==> config.mk <==
export PLATFORM = sky130hd
export DESIGN_NAME = npcs_ctrl
export DESIGN_NICKNAME = d
export VERILOG_FILES = /design/src/rtl/nearest_palette_color_search_top_macros.svh /design/src/rtl/npcs_pkg.sv /design/src/rtl/npcs_ctrl.sv
export SDC_FILE = /design/constraint.sdc
export NUM_CORES = 1
export LEC_CHECK = 0
export ABC_AREA = 1
export BUFFER_PORTS_ARGS = -buffer_cell sky130_fd_sc_hd__buf_2
export CAP_MARGIN = 20
export CORE_MARGIN = 2
export CORE_UTILIZATION = 45
export CTS_BUF_LIST = sky130_fd_sc_hd__clkbuf_4 sky130_fd_sc_hd__clkbuf_8 sky130_fd_sc_hd__clkbuf_16
export DETAILED_ROUTE_END_ITERATION = 8
export PLACE_DENSITY_LB_ADDON = 0.08
export SLEW_MARGIN = 20
export SYNTH_ARGS = -nofsm -noshare
export SYNTH_HDL_FRONTEND = slang
export SYNTH_SLANG_ARGS = --single-unit
==> constraint.sdc <==
create_clock -name i_clk -period 1.5 [get_ports i_clk]
set_clock_uncertainty 0.1 [all_clocks]
set_input_delay 0.225 -clock i_clk [delete_from_list [all_inputs] [get_ports i_clk]]
set_output_delay 0.225 -clock i_clk [all_outputs]
set_load 0.1 [all_outputs]
==> src/rtl/nearest_palette_color_search_top_macros.svh <==
// assertion macros for the nearest palette color search block
`ifndef NEAREST_PALETTE_COLOR_SEARCH_TOP_MACROS_SVH
`define NEAREST_PALETTE_COLOR_SEARCH_TOP_MACROS_SVH

`ifndef SYNTHESIS

// same-cycle implication, disabled while in reset
`define NPCS_ASSERT_IMP(lbl, clk, rst_n, ante, cons) \
    lbl: assert property (@(posedge clk) disable iff (!(rst_n)) (ante) |-> (cons)) \
        else $error("npcs assertion failed");

// next-cycle implication, disabled while in reset
`define NPCS_ASSERT_NXT(lbl, clk, rst_n, ante, cons) \
    lbl: assert property (@(posedge clk) disable iff (!(rst_n)) (ante) |=> (cons)) \
        else $error("npcs assertion failed");

`else

`define NPCS_ASSERT_IMP(lbl, clk, rst_n, ante, cons)
`define NPCS_ASSERT_NXT(lbl, clk, rst_n, ante, cons)

`endif

`endif

==> src/rtl/npcs_pkg.sv <==
package npcs_pkg;

    // palette geometry
    localparam int PALETTE_DEPTH = 256;
    localparam int IDX_W         = $clog2(PALETTE_DEPTH);
    localparam int SIZE_W        = 9;
    localparam int CH_W          = 8;
    localparam int SQ_W          = 2 * CH_W;
    localparam int WT_W          = 10;
    localparam int TERM_W        = 18;
    localparam int DIST_W        = 20;

    // redmean weights
    localparam int WEIGHT_R_BASE = 512;
    localparam int WEIGHT_B_BASE = 767;
    localparam int MAX_DIST      = 649726;

    // item action codes
    localparam logic ACT_WRITE = 1'b0;
    localparam logic ACT_QUERY = 1'b1;

    typedef struct packed {
        logic            action;
        logic [7:0]      entry_index;
        logic [CH_W-1:0] red;
        logic [CH_W-1:0] green;
        logic [CH_W-1:0] blue;
    } t_in_item;

    typedef struct packed {
        logic [7:0]        best_index;
        logic [DIST_W-1:0] nearest_dist;
        logic              empty_error;
    } t_out_item;

    typedef enum logic [1:0] {
        ST_IDLE,
        ST_RUN,
        ST_DRAIN,
        ST_DONE
    } t_state;

    // controller to datapath
    typedef struct packed {
        logic             mem_we;
        logic             load_query;
        logic             issue;
        logic             issue_first;
        logic [IDX_W-1:0] addr;
        logic             report;
        logic             empty;
    } t_dp_cmd;

    // datapath to controller
    typedef struct packed {
        logic pipe_busy;
    } t_dp_status;

endpackage

==> src/rtl/npcs_ctrl.sv <==
module npcs_ctrl
    import npcs_pkg::*;
(
    input  logic              i_clk,
    input  logic              i_rst_n,
    input  logic              i_start,
    input  logic              i_action,
    input  logic              i_cfg_we,
    input  logic [SIZE_W-1:0] i_cfg_wdata,
    input  t_dp_status        i_status,
    output t_dp_cmd           o_cmd,
    output logic              o_busy,
    output logic              o_done
);

    t_state             r_state, n_state;
    logic [SIZE_W-1:0]  r_size;
    logic [IDX_W-1:0]   r_addr, n_addr;
    logic [IDX_W-1:0]   r_last, n_last;
    logic               r_empty, n_empty;
    logic [SIZE_W-1:0]  size_m1;
    logic [IDX_W-1:0]   sat_last;

    // palette size register
    always_ff @(posedge i_clk) begin
        if (!i_rst_n) begin
            r_size <= '0;
        end else if (i_cfg_we) begin
            r_size <= i_cfg_wdata;
        end
    end

    // last entry to visit, saturated at the palette depth
    assign size_m1  = r_size - SIZE_W'(1);
    assign sat_last = (r_size > SIZE_W'(PALETTE_DEPTH)) ? IDX_W'(PALETTE_DEPTH - 1)
                                                         : size_m1[IDX_W-1:0];

    // state and sequencer registers
    always_ff @(posedge i_clk) begin
        if (!i_rst_n) begin
            r_state <= ST_IDLE;
            r_addr  <= '0;
            r_last  <= '0;
            r_empty <= 1'b0;
        end else begin
            r_state <= n_state;
            r_addr  <= n_addr;
            r_last  <= n_last;
            r_empty <= n_empty;
        end
    end

    // next state and commands
    always_comb begin
        n_state = r_state;
        n_addr  = r_addr;
        n_last  = r_last;
        n_empty = r_empty;
        o_cmd   = '0;
        case (r_state)
            ST_IDLE: begin
                if (i_start) begin
                    if (i_action == ACT_QUERY) begin
                        o_cmd.load_query = 1'b1;
                        n_addr           = '0;
                        n_last           = sat_last;
                        if (r_size == '0) begin
                            n_empty = 1'b1;
                            n_state = ST_DONE;
                        end else begin
                            n_empty = 1'b0;
                            n_state = ST_RUN;
                        end
                    end else begin
                        o_cmd.mem_we = 1'b1;
                    end
                end
            end
            ST_RUN: begin
                o_cmd.issue       = 1'b1;
                o_cmd.addr        = r_addr;
                o_cmd.issue_first = (r_addr == '0);
                if (r_addr == r_last) begin
                    n_state = ST_DRAIN;
                end else begin
                    n_addr = r_addr + IDX_W'(1);
                end
            end
            ST_DRAIN: begin
                if (!i_status.pipe_busy) begin
                    n_state = ST_DONE;
                end
            end
            ST_DONE: begin
                o_cmd.report = 1'b1;
                o_cmd.empty  = r_empty;
                n_empty      = 1'b0;
                n_state      = ST_IDLE;
            end
            default: begin
                n_state = ST_IDLE;
            end
        endcase
    end

    assign o_busy = (r_state != ST_IDLE);
    assign o_done = (r_state == ST_DONE);

endmodule

# [Yosys cells after proc, flatten, opt, wreduce, memory -nomap -nowiden]
# Cells that the tools add are included.
[op_classes] n_reduce_logical=10 order_cmp=1 n_eq_ne=9 mux=21 add_sub_neg=2
[op_table] operator="$mux 8" n=4
[op_table] operator="$mux 2" n=8
[op_table] operator="$pmux 8 s2" n=1
[op_table] operator="$mux 10" n=1
[op_table] operator="$ne 2x2->1 const B" n=5
[op_table] operator="$gt 9x9->1 const B" n=1
[op_table] operator="$logic_not 9->1" n=1
[op_table] operator="$add 8x1->8 const B" n=1
[op_table] operator="$eq 8x8->1" n=1
[op_table] operator="$logic_not 8->1" n=1
[op_table] operator="$pmux 2 s4" n=1
[op_table] operator="$reduce_and 4->1" n=2
[op_table] operator="$sub 8x1->8 const B" n=1
[op_table] operator="$reduce_and 3->1" n=2
[op_table] operator="$reduce_bool 2->1" n=3
[op_table] operator="$mux 1" n=5
[op_table] operator="$eq 2x2->1 const B" n=2
[op_table] operator="$eq 2x1->1 const B" n=1
[op_table] operator="$logic_not 2->1" n=1
[op_table] operator="$pmux 1 s2" n=1
[totals] output_inout_bits=16 regBits=28 wordCells=48 inputBits=15

# [Logic depth before layout (Yosys ltp)]
[depth] word_depth=5 mapped_depth=11 depth_no_buf=11

# [Worst setup path before layout]
# OpenSTA, ideal clock, no wires.
[synth_timing] path_type="register -> output" from="reg r_state[1]" to="out o_cmd[10] (netlist bit)" path_buffers=0 t_required_ns=1.175 t_arrival_ns=3.636 slack_ns=-2.461 stages_incl_launch_ff=5 cell_sequence="dfxtp_1 -> inv_1 -> ha_1 -> inv_1 -> nor3_1"
[synth_lines] item="start, declared" line_no="npcs_ctrl.sv:16" source="t_state r_state, n_state;"
[synth_lines] item="start signal, assigned" line_no="npcs_ctrl.sv:46" source="r_state <= n_state;"
[synth_lines] item="end, declared" line_no="npcs_ctrl.sv:11" source="output t_dp_cmd o_cmd,"

==> flow_metrics.env <==
export IMPL_ys_top_cells_by_area="dfxtp_1, nand2_1, inv_1"
export IMPL_ir_worst_vdd_mv=1.455
export IMPL_drtPass1Iterations=4
export IMPL_dp_hpwl_um=2966
export IMPL_io_buffers=30
export IMPL_ys_seq_elements=28
export IMPL_avgViaCountPerCell=5.240
export IMPL_async_flop_share_pct=0
export IMPL_p_clk_share_pct=8.5
export IMPL_die_width_um=64.19
export IMPL_synth_enable_flop_cells=0
export IMPL_critPathTopFamily="buffers and inverters"
export IMPL_insertedDiodeCount=0
export IMPL_switching_power_mw=2.186
export IMPL_ios=31
export IMPL_synth_nets=268
export IMPL_p_seq_share_pct=22.2
export IMPL_fmax_mhz=540.3
export IMPL_die_area_um2=4120
export IMPL_ys_warnings_count=0
export IMPL_ys_flop_type="dfxtp_1"
export IMPL_p_per_area_nw_per_um2=1535
export IMPL_start_kind="register"
export IMPL_hold_viol_final=1
export IMPL_layout_commonest_cell="nand2_1"
export IMPL_post_place_cells=343
export IMPL_cp_max_fo=6
export IMPL_ys_seq_area_share_pct=34.38
export IMPL_clock_sinks=28
export IMPL_power_frac_comb_pct=69.3
export IMPL_nFillCells=185
export IMPL_fin_crit_ns=1.851
export IMPL_cts_buffers=3
export IMPL_routedWlPerCell_um=14.83
export IMPL_overflow=0
export IMPL_synth_area_per_cell_um2=6.627
export IMPL_synth_distinct_cells=22
export IMPL_grt_max_degree=17
export IMPL_path_cells="inv_4 -> ha_4 -> buf_4 -> nand2_4 -> clkinvlp_4 -> buf_12"
export IMPL_min_period_over_period_pct=123.4
export IMPL_synth_top_area_share_pct=34.38
export IMPL_fin_cells=371
export IMPL_crit_required_ns=1.17
export IMPL_setup_viol=35
export IMPL_path_clk_slew_ns=0.17
export IMPL_clockBufferDepth=2
export IMPL_p_int_mw=2.354
export IMPL_utilization_pct=86.59
export IMPL_synthCells=246
export IMPL_leakage_nw=1.341
export IMPL_worst_hold_slack_ns=-0.001711
export IMPL_htree_levels=1
export IMPL_rows=21
export IMPL_cts_tree="yes"
export IMPL_ctsHoldBuffers=0
export IMPL_die_h_um=64.19
export IMPL_report_final_slew_viol_count=0
export IMPL_finalPower_mw=4.540
export IMPL_rsz0062_at_grt="true"
export IMPL_drtAntennaViolNets=0
export IMPL_finalWorstSetupSlack_ns=-0.3509
export IMPL_drive_gt1_share_pct=52.92
export IMPL_yosys_area_top_type="dfxtp_1"
export IMPL_antenna_found_initial=0
export IMPL_p_sw_share_pct=48.16
export IMPL_mostFrequentLayoutCells="nand2_1, buf_4, nor2_1"
export IMPL_final_nets=348
export IMPL_grt_pass1_wl_um=8162
export IMPL_tightest_slew_ns=0.4090
export IMPL_violations="hold timing, setup timing"
export IMPL_start_util_pct=47.73
export IMPL_max_slew_margin_pct=72.70
export IMPL_num_vias=1944
export IMPL_clock_insertion_delay_worst_skew_ns=0.33
export IMPL_drv_cap=0
export IMPL_route_detailed_drc=0
export IMPL_drt_iter0_drc=123
export IMPL_cts_root_buf="clkbuf_4"
export IMPL_worstSetupPathType="reg -> out"
export IMPL_synth_area_um2=1630
export IMPL_drt_total_wl_um=5502
export IMPL_slowest_stage="dfxtp_2"
export IMPL_coreArea_um2=3416
export IMPL_critPathMaxStageDelay_ns=0.41
export IMPL_hold_path_class="in -> reg"
export IMPL_worstSetupEndpointType="primary output"
export IMPL_syn2layout_area_growth_pct=81.43
export IMPL_crit_arrival_ns=1.53
export IMPL_gr_usage_all_layers_pct=25.13
export IMPL_status="finished with violations"
export IMPL_path_buf_inv=4
export IMPL_finalWeightedCongestion=0.8725
export IMPL_grt_pass1_vias=1857
## cell usage after synthesis, types with 2 or more instances
library cell / count
o21ai_0: 20
ha_1: 7
inv_1: 39
xor2_1: 6
xnor2_1: 6
buf_6: 3
nor3_1: 5
nand4_1: 4
nand2_1: 57
nand3_2: 2
nor2_1: 30
a21oi_1: 23
clkbuf_1: 3
dfxtp_1: 28
nand3_1: 6
## layer usage
layer | wire length, µm | global-route usage (%) | part of all wire [%] | vias up
met3 | 305 | 2.465 | 5.5 | 20
met2 | 2813 | 47.01 | 51 | 95
met1 | 2181 | 29.07 | 40 | 893
li1 | - | - | - | 936
met5 | 0 | 0 | 0 | -
met4 | 201 | 9.840 | 3.7 | 0
## sequential cells by signal (all words and copies together) (netlist names)
register and flops:
r_size 9, r_state 2, r_empty 1, r_addr 8, r_last 8
## stage by stage
step | TNS [ns] | setup WS (ns) | cell area (µm²)
finish | -7.322 | -0.3509 | 2958
global route | -9.077 | -0.4087 | 2958
CTS | -5.056 | -0.2942 | 2818
detailed placement | -1.013 | -0.1054 | 2416
global placement | -0.7189 | -0.07926 | 2416
floorplan | -10.65 | -0.4779 | 1832
## final timing paths
| check | from | to | slack, ns | depth (start not counted) |
|---|---|---|---|---|
| min | i_cfg_wdata[3] | r_size[3]$_SDFFE_PN0P_ | -0.002 | 3 |
| min reg2reg | r_size[0]$_SDFFE_PN0P_ | r_last[0]$_SDFFE_PN0P_ | 0.36 | 1 |
| max | r_state[1]$_SDFFE_PN0P_ | o_cmd[8] | -0.35 | 6 |
| max reg2reg | r_state[1]$_SDFFE_PN0P_ | r_state[1]$_SDFFE_PN0P_ | -0.31 | 12 |
## worst register-to-register path: cells and delay by family (launching register included)
| kind | cells | cell delay (ns) |
|---|---|---|
| DFF | 1 | 0.38 |
| AOI/OAI and AO/OA | 1 | 0.14 |
| buffers and inverters | 5 | 0.59 |
| adders and majority gates | 1 | 0.16 |
| and+or+nand+nor | 5 | 0.35 |
## layout make-up
type	count	area (µm²)	area share, %
clock buffers	4	36.28	1.227
inverters	39	198.9	6.726
multi-input cells	171	1240	41.92
flip-flops and latches	28	571.8	19.33
well taps	46	57.56	1.946
repair buffers	83	853.3	28.85
## cell families (layout without fill, tap and decap cells)
| group | Yosys count | count (layout) | synth area share (%) |
|---|---|---|---|
| xor gates and xnor gates | 12 | 12 | 6.447 |
| and+or+nand+nor | 106 | 107 | 27.02 |
| AOI/OAI and AO/OA | 45 | 45 | 14.05 |
| DFF | 28 | 28 | 34.38 |
| adders and majority gates | 7 | 7 | 5.372 |
| buffers and inverters | 48 | 126 | 12.74 |
## what timing repair did
| item | in CTS | in global routing |
|---|---|---|
| buffers inserted | 16 | 10 |
| gates cloned | 1 | 0 |
| pin swaps | 28 | 19 |
| endpoints found under the setup margin | 35 | 35 |
| gates resized for setup | 60 | 25 |
## power groups by stage
stage / registers [mW] / logic [mW] / clock network (mW)
6_report: 1.01 / 3.14 / 0.386
5_1_grt: 1.03 / 3.30 / 0.415
4_1_cts: 0.995 / 2.77 / 0.380
3_5_place_dp: 1.00 / 2.21 / 0
3_3_place_gp: 1.00 / 2.19 / 0
2_1_floorplan: 0.991 / 1.54 / 0
No activity file was read; power rests on OpenSTA's default activity.
